## src/rtl/core/pdf_literal_string_unescape_defines.svh

```systemverilog
// assertion macros shared by the pdf literal string decoder
`ifndef PDF_LITERAL_STRING_UNESCAPE_DEFINES_SVH
`define PDF_LITERAL_STRING_UNESCAPE_DEFINES_SVH

// same-cycle implication, disabled while in reset
`define PDFU_ASSERT_IMPL(lbl, clk_s, rst_s, ante, cons, msg) \
  lbl: assert property (@(posedge clk_s) disable iff (rst_s) (ante) |-> (cons)) \
    else $error(msg);

// next-cycle implication, disabled while in reset
`define PDFU_ASSERT_NEXT(lbl, clk_s, rst_s, ante, cons, msg) \
  lbl: assert property (@(posedge clk_s) disable iff (rst_s) (ante) |=> (cons)) \
    else $error(msg);

`endif

```

## src/rtl/core/pdfu_pkg.sv

```systemverilog
// types, character codes and helpers for the pdf literal string decoder
`default_nettype none

package pdfu_pkg;

  localparam int unsigned QUEUE_DEPTH = 4;
  localparam int unsigned OCT_SHIFT   = 3;

  localparam logic [7:0] CHAR_BSLASH = 8'h5C;
  localparam logic [7:0] CHAR_ZERO   = 8'h30;
  localparam logic [7:0] CHAR_NINE   = 8'h39;
  localparam logic [7:0] CHAR_CR     = 8'h0D;
  localparam logic [7:0] CHAR_LF     = 8'h0A;

  // escape letters
  localparam logic [7:0] CHAR_T      = 8'h74;
  localparam logic [7:0] CHAR_R      = 8'h72;
  localparam logic [7:0] CHAR_N      = 8'h6E;
  localparam logic [7:0] CHAR_B      = 8'h62;
  localparam logic [7:0] CHAR_F      = 8'h66;
  localparam logic [7:0] CHAR_A      = 8'h61;
  localparam logic [7:0] CHAR_V      = 8'h76;
  localparam logic [7:0] CHAR_E      = 8'h65;

  // one queue entry: all results caused by one input transaction
  typedef struct packed {
    logic       two;      // second byte present
    logic       has0;     // first result carries a byte (0 = empty end marker)
    logic [7:0] byte0;
    logic [7:0] byte1;
    logic       last;     // final result of the string
  } pdfu_entry_t;

  function automatic logic [7:0] letter_escape(input logic [7:0] c);
    logic [7:0] r;
    case (c)
      CHAR_T:  r = 8'h09;
      CHAR_R:  r = 8'h0D;
      CHAR_N:  r = 8'h0A;
      CHAR_B:  r = 8'h08;
      CHAR_F:  r = 8'h0C;
      CHAR_A:  r = 8'h07;
      CHAR_V:  r = 8'h0B;
      CHAR_E:  r = 8'h1B;
      default: r = c;
    endcase
    return r;
  endfunction

endpackage

`default_nettype wire

```

## src/rtl/core/pdfu_front.sv

```systemverilog
// front end: accepts characters, tracks escape state, builds queue entries
`default_nettype none

module pdfu_front
  import pdfu_pkg::*;
(
  input  wire logic        clk,
  input  wire logic        rst,
  input  wire logic        cfg_wr_en,
  input  wire logic        cfg_wr_data,
  input  wire logic        in_valid,
  output logic             in_stall,
  input  wire logic [7:0]  char_in,
  input  wire logic        end_of_string,
  input  wire logic        q_full,
  output logic             q_push,
  output pdfu_entry_t      q_entry
);

  logic       strip_wrapping;
  logic       escape_pending;
  logic [1:0] octal_digits;
  logic [7:0] octal_value;
  logic       at_string_start;

  logic       escape_pending_next;
  logic [1:0] octal_digits_next;
  logic [7:0] octal_value_next;

  logic       accept;
  logic       digit;
  logic [7:0] dsub;
  logic [3:0] dval;
  logic       drop;
  logic       flush;
  logic       e0_v;
  logic       e1_v;
  logic [7:0] e1_b;
  logic [1:0] od_w;
  logic [7:0] ov_w;

  assign in_stall = q_full;
  assign accept   = in_valid && !in_stall;
  assign digit    = (char_in >= CHAR_ZERO) && (char_in <= CHAR_NINE);
  assign dsub     = char_in - CHAR_ZERO;
  assign dval     = dsub[3:0];
  assign drop     = strip_wrapping && (at_string_start || end_of_string);
  assign flush    = (octal_digits != 2'd0) && (drop || !digit);

  always_comb begin
    e0_v                = flush;
    e1_v                = 1'b0;
    e1_b                = char_in;
    od_w                = flush ? 2'd0 : octal_digits;
    ov_w                = flush ? 8'd0 : octal_value;
    octal_digits_next   = od_w;
    octal_value_next    = ov_w;
    escape_pending_next = escape_pending;

    if (!drop) begin
      if (od_w != 2'd0) begin
        octal_value_next  = (ov_w << OCT_SHIFT) + {4'd0, dval};
        octal_digits_next = od_w + 2'd1;
        // third digit completes the run
        if (od_w == 2'd2) begin
          e1_v              = 1'b1;
          e1_b              = octal_value_next;
          octal_digits_next = 2'd0;
          octal_value_next  = 8'd0;
        end
      end else if (escape_pending) begin
        escape_pending_next = 1'b0;
        if (digit) begin
          octal_value_next  = {4'd0, dval};
          octal_digits_next = 2'd1;
        end else if (char_in != CHAR_CR && char_in != CHAR_LF) begin
          e1_v = 1'b1;
          e1_b = letter_escape(char_in);
        end
      end else if (char_in == CHAR_BSLASH) begin
        escape_pending_next = 1'b1;
      end else begin
        e1_v = 1'b1;
        e1_b = char_in;
      end
    end

    if (end_of_string) begin
      // pending octal run flushes at the string end; slot 1 is free then
      if (octal_digits_next != 2'd0) begin
        e1_v = 1'b1;
        e1_b = octal_value_next;
      end
      octal_digits_next   = 2'd0;
      octal_value_next    = 8'd0;
      escape_pending_next = 1'b0;
    end
  end

  always_comb begin
    q_entry.last = end_of_string;
    q_entry.two  = e0_v && e1_v;
    q_entry.byte1 = e1_b;
    if (e0_v) begin
      q_entry.has0  = 1'b1;
      q_entry.byte0 = octal_value;
    end else if (e1_v) begin
      q_entry.has0  = 1'b1;
      q_entry.byte0 = e1_b;
    end else begin
      q_entry.has0  = 1'b0;
      q_entry.byte0 = 8'd0;
    end
    q_push = accept && (e0_v || e1_v || end_of_string);
  end

  always_ff @(posedge clk) begin
    if (rst) begin
      strip_wrapping  <= 1'b0;
      escape_pending  <= 1'b0;
      octal_digits    <= 2'd0;
      octal_value     <= 8'd0;
      at_string_start <= 1'b1;
    end else begin
      if (cfg_wr_en) begin
        strip_wrapping <= cfg_wr_data;
      end
      if (accept) begin
        escape_pending  <= escape_pending_next;
        octal_digits    <= octal_digits_next;
        octal_value     <= octal_value_next;
        at_string_start <= end_of_string;
      end
    end
  end

endmodule

`default_nettype wire

```

## src/rtl/core/pdfu_queue.sv

```systemverilog
// short entry queue between the front end and the output stage
`default_nettype none

`include "pdf_literal_string_unescape_defines.svh"

module pdfu_queue
  import pdfu_pkg::*;
#(
  parameter int unsigned DEPTH = QUEUE_DEPTH
) (
  input  wire logic        clk,
  input  wire logic        rst,
  input  wire logic        push,
  input  wire pdfu_entry_t push_entry,
  input  wire logic        pop,
  output pdfu_entry_t      head,
  output logic             full,
  output logic             empty
);

  localparam int unsigned PW = (DEPTH > 1) ? $clog2(DEPTH) : 1;
  localparam int unsigned CW = $clog2(DEPTH + 1);

  pdfu_entry_t    mem [DEPTH];
  logic [PW-1:0]  wr_ptr;
  logic [PW-1:0]  rd_ptr;
  logic [CW-1:0]  count;

  assign full  = (count == CW'(DEPTH));
  assign empty = (count == '0);
  assign head  = mem[rd_ptr];

  always_ff @(posedge clk) begin
    if (push) begin
      mem[wr_ptr] <= push_entry;
    end
  end

  always_ff @(posedge clk) begin
    if (rst) begin
      wr_ptr <= '0;
      rd_ptr <= '0;
      count  <= '0;
    end else begin
      if (push) begin
        wr_ptr <= (wr_ptr == PW'(DEPTH - 1)) ? '0 : wr_ptr + PW'(1);
      end
      if (pop) begin
        rd_ptr <= (rd_ptr == PW'(DEPTH - 1)) ? '0 : rd_ptr + PW'(1);
      end
      if (push && !pop) begin
        count <= count + CW'(1);
      end else if (pop && !push) begin
        count <= count - CW'(1);
      end
    end
  end

  `PDFU_ASSERT_IMPL(a_count_max, clk, rst, 1'b1, count <= CW'(DEPTH), "queue count overflow")
  `PDFU_ASSERT_IMPL(a_pop_nonempty, clk, rst, pop, count != '0, "pop from empty queue")
  `PDFU_ASSERT_NEXT(a_push_grows, clk, rst, push && !pop, count == $past(count) + CW'(1), "push lost")

endmodule

`default_nettype wire

```

## src/rtl/core/pdfu_back.sv

```systemverilog
// output stage: unpacks queue entries into one result per transaction
`default_nettype none

module pdfu_back
  import pdfu_pkg::*;
(
  input  wire logic        clk,
  input  wire logic        rst,
  input  wire pdfu_entry_t head,
  input  wire logic        q_empty,
  output logic             q_pop,
  output logic             out_valid,
  input  wire logic        out_stall,
  output logic [7:0]       byte_out,
  output logic             has_byte,
  output logic             last_out
);

  logic       sec_pending;
  logic [7:0] sec_byte;
  logic       sec_last;
  logic       load_ok;

  assign load_ok = !out_valid || !out_stall;
  assign q_pop   = load_ok && !sec_pending && !q_empty;

  always_ff @(posedge clk) begin
    if (rst) begin
      out_valid   <= 1'b0;
      sec_pending <= 1'b0;
    end else if (load_ok) begin
      if (sec_pending) begin
        out_valid   <= 1'b1;
        sec_pending <= 1'b0;
      end else begin
        out_valid   <= !q_empty;
        sec_pending <= !q_empty && head.two;
      end
    end
  end

  always_ff @(posedge clk) begin
    if (load_ok) begin
      if (sec_pending) begin
        byte_out <= sec_byte;
        has_byte <= 1'b1;
        last_out <= sec_last;
      end else begin
        byte_out <= head.byte0;
        has_byte <= head.has0;
        last_out <= head.last && !head.two;
        sec_byte <= head.byte1;
        sec_last <= head.last;
      end
    end
  end

endmodule

`default_nettype wire

```

## src/rtl/core/pdf_literal_string_unescape.sv

```systemverilog
// top level of the pdf literal string escape decoder
//
//  channel | signals                                   | dir
//  --------+-------------------------------------------+-----
//  cfg     | cfg_wr_en, cfg_wr_data (strip_wrapping)   | in
//  in      | in_valid, in_stall, char_in, end_of_string| in
//  out     | out_valid, out_stall, byte_out, has_byte, | out
//          | last_out                                  |
//
//  one character accepted per cycle while in_stall is low; results pass the queue
//  register, then the output register, one result per cycle while out_stall is
//  low; a character causing two bytes takes two output results, so the queue
//  fills and in_stall rises when such characters come in long runs
//  in_stall is the queue full flag; out_stall only holds the output register
//  rst is synchronous and clears the escape state and strip_wrapping
`default_nettype none

module pdf_literal_string_unescape
  import pdfu_pkg::*;
#(
  parameter int unsigned QDEPTH = QUEUE_DEPTH
) (
  input  wire logic       clk,
  input  wire logic       rst,
  input  wire logic       cfg_wr_en,
  input  wire logic       cfg_wr_data,
  input  wire logic       in_valid,
  output logic            in_stall,
  input  wire logic [7:0] char_in,
  input  wire logic       end_of_string,
  output logic            out_valid,
  input  wire logic       out_stall,
  output logic [7:0]      byte_out,
  output logic            has_byte,
  output logic            last_out
);

  pdfu_entry_t q_entry;
  pdfu_entry_t q_head;
  logic        q_push;
  logic        q_pop;
  logic        q_full;
  logic        q_empty;

  pdfu_front u_front (
    .clk           (clk),
    .rst           (rst),
    .cfg_wr_en     (cfg_wr_en),
    .cfg_wr_data   (cfg_wr_data),
    .in_valid      (in_valid),
    .in_stall      (in_stall),
    .char_in       (char_in),
    .end_of_string (end_of_string),
    .q_full        (q_full),
    .q_push        (q_push),
    .q_entry       (q_entry)
  );

  pdfu_queue #(
    .DEPTH (QDEPTH)
  ) u_queue (
    .clk        (clk),
    .rst        (rst),
    .push       (q_push),
    .push_entry (q_entry),
    .pop        (q_pop),
    .head       (q_head),
    .full       (q_full),
    .empty      (q_empty)
  );

  pdfu_back u_back (
    .clk       (clk),
    .rst       (rst),
    .head      (q_head),
    .q_empty   (q_empty),
    .q_pop     (q_pop),
    .out_valid (out_valid),
    .out_stall (out_stall),
    .byte_out  (byte_out),
    .has_byte  (has_byte),
    .last_out  (last_out)
  );

endmodule

`default_nettype wire

```

## config.mk

```make
export PLATFORM = sky130hd
export DESIGN_NAME = pdf_literal_string_unescape
export DESIGN_NICKNAME = d
export VERILOG_FILES = /design/src/rtl/core/pdfu_pkg.sv /design/src/rtl/core/pdfu_front.sv /design/src/rtl/core/pdfu_queue.sv /design/src/rtl/core/pdfu_back.sv /design/src/rtl/core/pdf_literal_string_unescape.sv
export VERILOG_INCLUDE_DIRS = /design/src /design/src/rtl/core
export SDC_FILE = /design/constraint.sdc
export NUM_CORES = 1
export LEC_CHECK = 0
export BUFFER_PORTS_ARGS = -buffer_cell sky130_fd_sc_hd__buf_2
export CELL_PAD_IN_SITES_DETAIL_PLACEMENT = 1
export CELL_PAD_IN_SITES_GLOBAL_PLACEMENT = 1
export CORE_UTILIZATION = 45
export CTS_CLUSTER_SIZE = 28
export DETAILED_ROUTE_END_ITERATION = 10
export PLACE_DENSITY_LB_ADDON = 0.1
export SYNTH_ARGS = -nofsm -noshare
export SYNTH_HDL_FRONTEND = slang
export SYNTH_HIERARCHICAL = 1
export SYNTH_SLANG_ARGS = --single-unit
```

## constraint.sdc

```tcl
create_clock -name clk -period 3 [get_ports clk]
set_input_delay 0.45 -clock clk [delete_from_list [all_inputs] [get_ports clk]]
set_output_delay 0.45 -clock clk [all_outputs]
set_load 0.02 [all_outputs]
```

## After elaboration in Yosys (flattened, before gate mapping)

Memories as Yosys holds them, arrays and structs flattened. A register that Yosys moved wholly into a read port is not among the register bits.
Index checks and enable logic that the tools add are counted.

- Register bits after elaboration: 41
- RAM bits: 76
- Input port bits: 15
- Output and inout port bits: 12
- Word-level logic and storage cells: 128
- Memories: 1

- Add/subtract/negate cells: 7
- $lt $le $gt $ge: 2
- Equal/unequal tests: 17
- Multiplexer cells: 51
- Bitwise operators: 1
- Reduce and logical (&&, ||, !) cells: 34

Memories:

| name | words | bits a word | read ports | clocked after memory_dff | wr ports | line | RTL |
|---|---|---|---|---|---|---|---|
| u_queue.mem | 4 | 19 | 1 | 1 | 1 | pdfu_queue.sv:24 | `pdfu_entry_t mem [DEPTH];` |

Operator list:

| cell | number |
|---|---|
| $mux W8 | 16 |
| $eq A8 B7 Y1 const B | 9 |
| $pmux W8 S8 | 1 |
| $mux W2 | 11 |
| $mux W1 | 19 |
| $mux W9 | 2 |
| $ne A8 B4 Y1 const B | 2 |
| $logic_and A1 B1 Y1 | 13 |
| $logic_not A1 Y1 | 9 |
| $add A8 B4 Y8 | 1 |
| $ge A8 B6 Y1 const B | 1 |
| $le A8 B6 Y1 const B | 1 |
| $reduce_bool A2 Y1 | 4 |
| $add A2 B1 Y2 const B | 3 |
| $eq A2 B2 Y1 const B | 3 |
| $mux W3 | 2 |
| $logic_or A1 B1 Y1 | 5 |
| $ne A2 B2 Y1 const B | 2 |
| $sub A4 B1 Y4 const B | 1 |
| $add A3 B1 Y3 const B | 1 |
| $eq A3 B3 Y1 const B | 1 |
| $logic_not A3 Y1 | 1 |
| $reduce_and A3 Y1 | 1 |
| $sub A3 B1 Y3 const B | 1 |
| other kinds (2) | 2 |

## Logic depth before layout (Yosys ltp)

Gate-level depths: netlist of the first run.

- Word-level depth: 20
- Depth in mapped cells: 14
- Mapped depth without buffers: 12

## Cells and area by module

Netlist of the first run, hierarchy kept.

By module, submodules not included:

| module | times used | cells an instance | area each (um^2) | seq. area each (um^2) |
|---|---|---|---|---|
| pdfu_queue | 1 | 143 | 3225.6 | 2462.4 |
| pdfu_front | 1 | 195 | 1450.1 | 260.2 |
| pdfu_back | 1 | 41 | 773.2 | 610.6 |

## Worst setup path after synthesis of the first run

Ideal clock, no wire load.

- Path kind: in2reg
- Start point: input port char_in[1]
- End point: register u_queue.count[2]
- Setup time: 0.070 ns
- Arrival time: 3.230 ns
- Required time: 2.930 ns
- Setup slack: -0.300 ns
- Cell stages on the path: 13
- Path buffers: 1
- Cell sequence: buf_4 -> o21ai_0 -> nand3_2 -> o221ai_2 -> and4_4 -> nor3_4 -> a21oi_1 -> ha_1 -> inv_1 -> fa_1 -> xor2_1 -> or3_1 -> a21oi_1

- Cells in the longest elaborated chain, start to end: 19
- Elaborated cells on any way between the ends: 37
- Classes of those cells: 1 x add/sub; 2 x order compare; 4 x eq/ne; 16 x mux; 14 x reduce/logical

Ends and longest elaborated chain:

| element | line | RTL |
|---|---|---|
| start: declaration | pdf_literal_string_unescape.sv:29 | `input wire logic [7:0] char_in,` |
| $ge A8 B6 Y1 or $le A8 B6 Y1 (tied branches) | pdfu_front.sv:44 | `assign digit = (char_in >= CHAR_ZERO) && (char_in <= CHAR_NINE);` |
| $logic_and A1 B1 Y1 | pdfu_front.sv:44 |  |
| $logic_not A1 Y1 | pdfu_front.sv:48 | `assign flush = (octal_digits != 2'd0) && (drop \|\| !digit);` |
| $logic_or A1 B1 Y1 | pdfu_front.sv:48 |  |
| $logic_and A1 B1 Y1 | pdfu_front.sv:48 |  |
| $mux W2 | pdfu_front.sv:54 | `od_w = flush ? 2'd0 : octal_digits;` |
| $add A2 B1 Y2 (tied with other cells) | pdfu_front.sv:63 | `octal_digits_next = od_w + 2'd1;` |
| $mux W2 (on tied branches) | pdfu_front.sv:65, pdfu_front.sv:71 |  |
| (+3 left out) | - |  |
| $mux W1 | pdfu_front.sv:90 | `if (octal_digits_next != 2'd0) begin` |
| $mux W1 | pdfu_front.sv:88 | `if (end_of_string) begin` |
| $logic_or A1 B1 Y1 * (2 in series) | pdfu_front.sv:114 | `q_push = accept && (e0_v \|\| e1_v \|\| end_of_string);` |
| $logic_and A1 B1 Y1 * | pdfu_front.sv:114 |  |
| net q_push | pdf_literal_string_unescape.sv:40 | `logic q_push;` |
| $logic_not A1 Y1 | pdfu_queue.sv:53 | `end else if (pop && !push) begin` |
| $logic_and A1 B1 Y1 | pdfu_queue.sv:53 |  |
| $reduce_bool A2 Y1 (no source line) | - |  |
| end signal: assignment | pdfu_queue.sv:52 | `count <= count + CW'(1);` |
| end signal: assignment | pdfu_queue.sv:54 | `count <= count - CW'(1);` |
| end: declaration | pdfu_queue.sv:27 | `logic [CW-1:0] count;` |

The timed path passes the listed nets; every way through them passes the cells marked *.
A chain may end at the register's enable or synchronous reset.

==> results of run 1 <==
[layout by cell type (no fill, tap or decap), drive strengths merged, types with 11 or more instances in the layout]
master	synthesis	final
dfxtp	24	24
inv	10	11
mux4	19	19
o21ai	13	13
nor2	37	37
nor3	13	13
nand2	18	18
buf	14	71
edfxtp	95	95
a21oi	14	14
clkbuf	3	18
[worst max-delay path: stages, from the launching register on]
cell and delay, ns:
sky130_fd_sc_hd__dfxtp_1 0.40, sky130_fd_sc_hd__o21ai_1 0.13, sky130_fd_sc_hd__nand3_2 0.12, sky130_fd_sc_hd__o21ai_0 0.15, sky130_fd_sc_hd__and2_1 0.19, sky130_fd_sc_hd__ha_1 0.20
sky130_fd_sc_hd__ha_1 0.34, sky130_fd_sc_hd__and3_1 0.17, sky130_fd_sc_hd__a32oi_1 0.05, sky130_fd_sc_hd__o221ai_1 0.38, sky130_fd_sc_hd__nor2_1 0.09, sky130_fd_sc_hd__nor3_1 0.28
sky130_fd_sc_hd__buf_4 0.18
[power groups by stage]
stage | logic [uW] | clock network (uW) | registers [uW]
finish | 1200 | 2090 | 2260
global route | 1310 | 2180 | 2290
CTS | 1220 | 2120 | 2270
detailed placement | 1210 | 0 | 2290
global placement | 1180 | 0 | 2280
floorplan | 790 | 0 | 2340
[worst paths after layout]
| check | startpoint | depth (start not counted) | to | slack (ns) |
|---|---|---|---|---|
| hold / removal | cfg_wr_data | 3 | u_front/strip_wrapping | 0.29 |
| setup / recovery | u_front/strip_wrapping | 12 | u_queue/mem[1][13] | 0.18 |
| setup reg to reg | u_front/strip_wrapping | 12 | u_queue/mem[1][13] | 0.18 |
| hold reg to reg | u_front/at_string_start | 1 | u_front/at_string_start | 0.50 |
[state kept, by name (all words and copies together), names as in the netlist, 2 cells and up, named ones only]
signal and cells:
u_front/octal_digits 2, u_front/octal_value 8, u_queue/wr_ptr 2, u_back/byte_out 8, u_queue/mem 76, u_queue/rd_ptr 2, u_back/sec_byte 8, u_queue/count 3
[stage by stage]
stage	hold slack [ns]	TNS, ns	cells
2_1_floorplan	0.458	0	379
3_3_place_gp	0.478	0	576
3_5_place_dp	0.492	-0.353	576
4_1_cts	0.289	0	608
5_1_grt	0.315	0	608
6_report	0.288	0	608
[cell families (layout without fill, tap and decap cells)]
kind of cell / Yosys count / in the layout
AO/OA/AOI/OAI: 65 / 65
XOR/XNOR: 6 / 6
adder cells (fa/ha/maj): 9 / 9
buffers and inverters: 27 / 113
flip-flops: 119 / 119
multiplexers: 35 / 35
AND/OR/NAND/NOR: 118 / 118
[synthesized netlist by cell type (all sizes together), types with 2 or more instances]
cell	instances
edfxtp	95
nor2	37
dfxtp	24
mux4	19
nand2	18
a21oi	14
buf	14
nor3	13
o21ai	13
inv	10
ha	8
mux2	8
mux2i	8
and2	7
nand2b	7
a22oi	6
nand3	6
or2	5
nor3b	4
xor2	4
a2bb2oi	3
clkbuf	3
o211a	3
or3	3
a211o	2
a32o	2
and4bb	2
nand3b	2
o221ai	2
o22ai	2
o31ai	2
o41a	2
or2b	2
or3b	2
xnor2	2
[layer usage]
metal / share of wire [%] / track usage, %
met2: 52 / 37.2
met1: 45 / 27.9
met4: 1.1 / 7.38
met3: 2.5 / 3.78
met5: 0 / 0
[layout make-up]
| cell class | count | area (um^2) | share of cell area [%] |
|---|---|---|---|
| clock buffers | 18 | 429 | 6.46 |
| clock inverters | 14 | 181 | 2.73 |
| inverters | 10 | 37.5 | 0.565 |
| multi-input cells | 233 | 1960 | 29.6 |
| flip-flops and latches | 119 | 3330 | 50.2 |
| well taps | 143 | 179 | 2.69 |
| repair buffers | 71 | 518 | 7.80 |
==> impl_metrics.xml, run 1 <==
<?xml version="1.0" encoding="UTF-8"?>
<metrics>
  <group name="outcome">
    <metric name="status" unit="">finished, violations left</metric>
    <metric name="violations" unit="">design-rule violations</metric>
  </group>
  <group name="drt">
    <metric name="drt-total-wl" unit="mm">12.4</metric>
    <metric name="vias_per_cell" unit="">5.75</metric>
    <metric name="drcViolationCount" unit="">3</metric>
    <metric name="overall_via_count_from_detail_route" unit="">3496</metric>
    <metric name="wl_per_cell" unit="um">20.5</metric>
    <metric name="drtIter0Drc" unit="">234</metric>
    <metric name="drt-pass1-iter-count" unit="">7</metric>
    <metric name="detail-route-antenna-nets" unit="">0</metric>
  </group>
  <group name="worst_setup_path">
    <metric name="timing.critical_path.to_type" unit="">flip-flop</metric>
    <metric name="worst_ep_arrival_time" unit="ns">3.09</metric>
    <metric name="required" unit="ns">3.27</metric>
    <metric name="worstPathMaxFanout" unit="">5</metric>
    <metric name="cp_class" unit="">flip-flop to flip-flop</metric>
    <metric name="crit_path_start_kind" unit="">flip-flop</metric>
  </group>
  <group name="clock_tree">
    <metric name="clk_latency" unit="ns">0.41</metric>
    <metric name="cts_num_sinks" unit="">119</metric>
    <metric name="post-cts-setup-buffer-count" unit="">0</metric>
    <metric name="clock_path_buffers" unit="">2</metric>
    <metric name="post_cts_resize_count" unit="">0</metric>
    <metric name="cts-hold-fix-buffers" unit="">0</metric>
    <metric name="clkTransAtPathRegs" unit="ns">0.06</metric>
    <metric name="cts_bufs_inserted" unit="">17</metric>
    <metric name="cts-htree-levels" unit="">4</metric>
    <metric name="clock-root-buffer" unit="">sky130_fd_sc_hd__clkbuf_16</metric>
    <metric name="cts_tree" unit="">done</metric>
  </group>
  <group name="synthesis">
    <metric name="synthAdderAreaFrac" unit="%">2.20</metric>
    <metric name="yosysTopAreaCell" unit="">sky130_fd_sc_hd__edfxtp_1</metric>
    <metric name="post_synth_instance_area" unit="um^2">5450</metric>
    <metric name="mappedNetlistNets" unit="">403</metric>
    <metric name="synth_simple_gate_area_share" unit="%">12.0</metric>
    <metric name="synthesis.yosys.warnings" unit="">6</metric>
    <metric name="avg_synthesized_cell_area" unit="um^2">14.4</metric>
    <metric name="synth_edf_count" unit="">95</metric>
    <metric name="syn-instance-count" unit="">379</metric>
    <metric name="post-synth-top-area-fraction" unit="%">52.4</metric>
    <metric name="post_synth_mux_area_share" unit="%">11.6</metric>
    <metric name="dominant_combinational_cell_family_by_area_after_synthesis" unit="">simple AND/OR/NAND/NOR gates</metric>
    <metric name="postSynth.topFlopCell" unit="">sky130_fd_sc_hd__edfxtp_1</metric>
    <metric name="synth_compound_area_share" unit="%">9.00</metric>
    <metric name="ys_seq_area_share" unit="%">61.2</metric>
    <metric name="synth.area.top_cells" unit="">sky130_fd_sc_hd__edfxtp_1, sky130_fd_sc_hd__dfxtp_1, sky130_fd_sc_hd__mux4_1</metric>
    <metric name="synth.ff_latch_count" unit="">119</metric>
    <metric name="post_synth_xor_area_fraction" unit="%">0.964</metric>
    <metric name="async_reset_ff_share" unit="%">0</metric>
    <metric name="post_synth_num_cell_types" unit="">72</metric>
  </group>
  <group name="layout">
    <metric name="num_antenna_cells" unit="">0</metric>
    <metric name="nets_finish" unit="">476</metric>
    <metric name="layout.cell_area.non_filler" unit="um^2">6640</metric>
    <metric name="layout-drive-gt1-share" unit="%">30.1</metric>
    <metric name="final_util" unit="%">57.2</metric>
    <metric name="fillcell_total" unit="">1141</metric>
    <metric name="area.growth.synth_to_final" unit="%">21.9</metric>
  </group>
  <group name="power_and_ir_drop">
    <metric name="p_sw" unit="uW">1460</metric>
    <metric name="p_int" unit="uW">4090</metric>
    <metric name="seq_power_share" unit="%">40.7</metric>
    <metric name="power.combinational.fraction" unit="%">21.6</metric>
    <metric name="power_leakage" unit="uW">0.00239</metric>
    <metric name="clock_power_share" unit="%">37.7</metric>
    <metric name="power" unit="uW">5550</metric>
    <metric name="irDropWorstVdd" unit="mV">0.420</metric>
    <metric name="cellPowerDensity" unit="nW/um^2">835</metric>
    <metric name="power.share.switching" unit="%">26.3</metric>
  </group>
  <group name="grt">
    <metric name="grt_overflow_total" unit="">0</metric>
    <metric name="wire_length_of_the_first_global_routing_pass" unit="mm">20.1</metric>
    <metric name="grt_use_total" unit="%">21.7</metric>
    <metric name="grt_start_max_net_pins" unit="">24</metric>
    <metric name="first_global_vias" unit="">3692</metric>
    <metric name="initial_antenna_violation_count" unit="">0</metric>
  </group>
  <group name="timing">
    <metric name="final.period_utilization" unit="%">93.9</metric>
    <metric name="finalHoldViolations" unit="">0</metric>
    <metric name="postLayoutSetupSlackWorst" unit="ns">0.183</metric>
    <metric name="setup_viol" unit="">0</metric>
    <metric name="timing.final.crit_period" unit="ns">2.82</metric>
    <metric name="tightestPinTransition" unit="ns">0.873</metric>
    <metric name="max_clock_freq" unit="MHz">355</metric>
    <metric name="clock_tree_skew_after_final_layout" unit="ns">0.0119</metric>
    <metric name="unrepaired_setup_endpoints_after_global_routing" unit="">no</metric>
    <metric name="maxSlewHeadroom" unit="%">41.7</metric>
    <metric name="slew_violations" unit="">0</metric>
  </group>
  <group name="die">
    <metric name="die-area" unit="um^2">12600</metric>
    <metric name="initial_core_util" unit="%">46.9</metric>
    <metric name="die_h" unit="um">112</metric>
    <metric name="die_width" unit="um">112</metric>
    <metric name="fp-row-count" unit="">39</metric>
    <metric name="floorplan.core_area" unit="um^2">11600</metric>
    <metric name="num_io_pins" unit="">27</metric>
  </group>
  <group name="place">
    <metric name="placed_area" unit="um^2">6030</metric>
    <metric name="pre_cts_slack" unit="ns">-0.0678</metric>
    <metric name="buffer_ports.inserted" unit="">26</metric>
    <metric name="finalWeightedCongestion" unit="">0.876</metric>
    <metric name="post-dp-hpwl" unit="mm">8.31</metric>
  </group>
  <group name="worst_hold_path">
    <metric name="min-delay-path-class" unit="">input port to flip-flop</metric>
  </group>
  <group name="job">
    <metric name="max_cap_violations" unit="">0</metric>
  </group>
</metrics>
No activity file was read; power rests on OpenSTA's default activity.
==> run 2: changes to the inputs <==
==> constraint.sdc (replaced) <==
create_clock -name clk -period 3 [get_ports clk]
set_input_delay 0.15 -clock clk [delete_from_list [all_inputs] [get_ports clk]]
set_output_delay 0.15 -clock clk [all_outputs]
set_load 0.02 [all_outputs]
==> run 2 against run 1 <==
The flow still finishes with violations (design-rule violations). Global-route usage rose by 0.051 points. Critical path depth shrank 1. Wire length decreased by 0.75%. Sequential power barely moved. Worst setup slack worse by 0.013 ns. Power fell by 1.3%. Die area is the same. Worst hold slack got worse by 0.20 ns. First-iteration DRC count shrank 34%. Clock skew down 0.0072 ns. Cell count is 2.5% lower. Critical path type unchanged. Largest cell class unchanged.
==> impl_metrics.xml, run 2 (synthesis results as in run 1) <==
<?xml version="1.0" encoding="UTF-8"?>
<metrics>
  <group name="timing">
    <metric name="max_clock_freq" unit="MHz">353</metric>
    <metric name="setup_viol" unit="">0</metric>
    <metric name="maxSlewHeadroom" unit="%">46.7</metric>
    <metric name="timing.final.crit_period" unit="ns">2.83</metric>
    <metric name="slew_violations" unit="">0</metric>
    <metric name="clock_tree_skew_after_final_layout" unit="ns">0.00471</metric>
    <metric name="postLayoutSetupSlackWorst" unit="ns">0.170</metric>
    <metric name="setup_tns" unit="ns">0</metric>
    <metric name="final.period_utilization" unit="%">94.3</metric>
    <metric name="unrepaired_setup_endpoints_after_global_routing" unit="">no</metric>
    <metric name="tightestPinTransition" unit="ns">0.799</metric>
    <metric name="finalHoldViolations" unit="">0</metric>
  </group>
  <group name="clock_tree">
    <metric name="clkTransAtPathRegs" unit="ns">0.05</metric>
    <metric name="cts_tree" unit="">done</metric>
    <metric name="cts_bufs_inserted" unit="">17</metric>
    <metric name="clock_path_buffers" unit="">2</metric>
    <metric name="post-cts-setup-buffer-count" unit="">0</metric>
    <metric name="clock-root-buffer" unit="">sky130_fd_sc_hd__clkbuf_16</metric>
    <metric name="cts_num_sinks" unit="">119</metric>
    <metric name="cts-htree-levels" unit="">4</metric>
    <metric name="clk_latency" unit="ns">0.41</metric>
  </group>
  <group name="grt">
    <metric name="grt_start_max_net_pins" unit="">24</metric>
    <metric name="initial_antenna_violation_count" unit="">0</metric>
    <metric name="first_global_vias" unit="">3654</metric>
    <metric name="wire_length_of_the_first_global_routing_pass" unit="mm">20.0</metric>
    <metric name="grt_overflow_total" unit="">0</metric>
    <metric name="grt_use_total" unit="%">21.7</metric>
  </group>
  <group name="drt">
    <metric name="drcViolationCount" unit="">1</metric>
    <metric name="wl_per_cell" unit="um">20.8</metric>
    <metric name="drtIter0Drc" unit="">155</metric>
    <metric name="overall_via_count_from_detail_route" unit="">3395</metric>
    <metric name="detail-route-antenna-nets" unit="">0</metric>
    <metric name="vias_per_cell" unit="">5.73</metric>
    <metric name="drt-total-wl" unit="mm">12.3</metric>
    <metric name="drt-pass1-iter-count" unit="">7</metric>
  </group>
  <group name="place">
    <metric name="pre_cts_slack" unit="ns">0.0430</metric>
    <metric name="placed_area" unit="um^2">5850</metric>
    <metric name="finalWeightedCongestion" unit="">0.881</metric>
    <metric name="post-dp-hpwl" unit="mm">8.26</metric>
    <metric name="buffer_ports.inserted" unit="">26</metric>
    <metric name="post-place-cells" unit="">560</metric>
  </group>
  <group name="worst_hold_path">
    <metric name="min-delay-path-class" unit="">input port to flip-flop</metric>
    <metric name="min_delay_path_depth" unit="">3</metric>
  </group>
  <group name="layout">
    <metric name="largest_reg_flops" unit="">76</metric>
    <metric name="nets_finish" unit="">462</metric>
    <metric name="final-instance-count-excl-fill" unit="">593</metric>
    <metric name="mostFrequentLayoutCell" unit="">sky130_fd_sc_hd__edfxtp_1</metric>
    <metric name="final_util" unit="%">55.7</metric>
    <metric name="layout.cell_area.non_filler" unit="um^2">6470</metric>
    <metric name="layout-drive-gt1-share" unit="%">27.1</metric>
    <metric name="num_antenna_cells" unit="">0</metric>
    <metric name="biggest_register" unit="">u_queue/mem</metric>
    <metric name="fillcell_total" unit="">1158</metric>
    <metric name="area.growth.synth_to_final" unit="%">18.7</metric>
    <metric name="most-common-layout-cells" unit="">sky130_fd_sc_hd__edfxtp_1, sky130_fd_sc_hd__nor2_1, sky130_fd_sc_hd__buf_4, sky130_fd_sc_hd__buf_2, sky130_fd_sc_hd__dfxtp_1</metric>
  </group>
  <group name="worst_setup_path">
    <metric name="reg2reg_depth" unit="">11</metric>
    <metric name="required" unit="ns">3.33</metric>
    <metric name="timing.critical_path.to_type" unit="">flip-flop</metric>
    <metric name="cp_class" unit="">flip-flop to flip-flop</metric>
    <metric name="crit_path_start_kind" unit="">flip-flop</metric>
    <metric name="worst_ep_arrival_time" unit="ns">3.16</metric>
    <metric name="worstPathMaxFanout" unit="">7</metric>
  </group>
  <group name="die">
    <metric name="die_width" unit="um">112</metric>
    <metric name="fp-row-count" unit="">39</metric>
    <metric name="initial_core_util" unit="%">46.9</metric>
    <metric name="die-area" unit="um^2">12600</metric>
    <metric name="num_io_pins" unit="">27</metric>
    <metric name="die_h" unit="um">112</metric>
    <metric name="floorplan.core_area" unit="um^2">11600</metric>
  </group>
  <group name="power_and_ir_drop">
    <metric name="power_leakage" unit="uW">0.00231</metric>
    <metric name="cellPowerDensity" unit="nW/um^2">846</metric>
    <metric name="irDropWorstVdd" unit="mV">0.378</metric>
  </group>
  <group name="outcome">
    <metric name="status" unit="">finished, violations left</metric>
    <metric name="violations" unit="">design-rule violations</metric>
  </group>
  <group name="job">
    <metric name="max_cap_violations" unit="">0</metric>
  </group>
</metrics>
## run 2: worst max-delay path: stages, from the launching register on
cell and delay (ns):
sky130_fd_sc_hd__dfxtp_1 0.40, sky130_fd_sc_hd__nand2b_1 0.20, sky130_fd_sc_hd__or3_1 0.35, sky130_fd_sc_hd__nor2_2 0.18, sky130_fd_sc_hd__nor3_4 0.07, sky130_fd_sc_hd__a21oi_2 0.16
sky130_fd_sc_hd__ha_1 0.20, sky130_fd_sc_hd__inv_1 0.07, sky130_fd_sc_hd__fa_1 0.39, sky130_fd_sc_hd__xor2_1 0.17, sky130_fd_sc_hd__or3_1 0.36, sky130_fd_sc_hd__a21oi_1 0.20
## run 2: through the flow
step	total power, uW	hold WS (ns)
floorplan	3120	0.219
global placement	3390	0.384
detailed placement	3450	0.402
CTS	5530	0.0783
global route	5700	0.101
finish	5470	0.0896
## run 2: power breakdown
group | switching, uW | leakage, uW | internal (uW) | total (uW)
sequential | 124 | 0.00109 | 2140 | 2260
combinational | 634 | 0.000926 | 535 | 1170
clock | 679 | 0.000291 | 1370 | 2050
## run 2: path summary, 6_finish.rpt
| check | slack [ns] | startpoint | endpoint |
|---|---|---|---|
| worst min register to register | 0.51 | u_front/octal_value[6] | u_front/octal_value[6] |
| worst max-delay path | 0.17 | u_front/octal_digits[1] | u_queue/count[2] |
| worst min-delay path | 0.09 | char_in[2] | u_front/octal_value[2] |
| worst max register to register | 0.17 | u_front/octal_digits[1] | u_queue/count[2] |
## run 2: cell type report
| type | instances | area, um^2 | area share, % |
|---|---|---|---|
| flip-flops and latches | 119 | 3330 | 51.6 |
| multi-input cells | 233 | 1960 | 30.3 |
| clock buffers | 19 | 433 | 6.69 |
| repair buffers | 57 | 368 | 5.69 |
| well taps | 143 | 179 | 2.77 |
| clock inverters | 12 | 159 | 2.46 |
| inverters | 10 | 37.5 | 0.580 |
## run 2: what timing repair did
item,in CTS,in global routing
hold buffers,2,0
hold endpoints to repair,1,0
gates resized for setup,0,3
endpoints found under the setup margin,0,1
## run 2: per-layer routing
layer | share of wire (%) | GRT usage (%)
met3 | 3.3 | 5.94
met2 | 50 | 36.7
met1 | 45 | 26.7
met5 | 0 | 0
met4 | 1.4 | 8.18
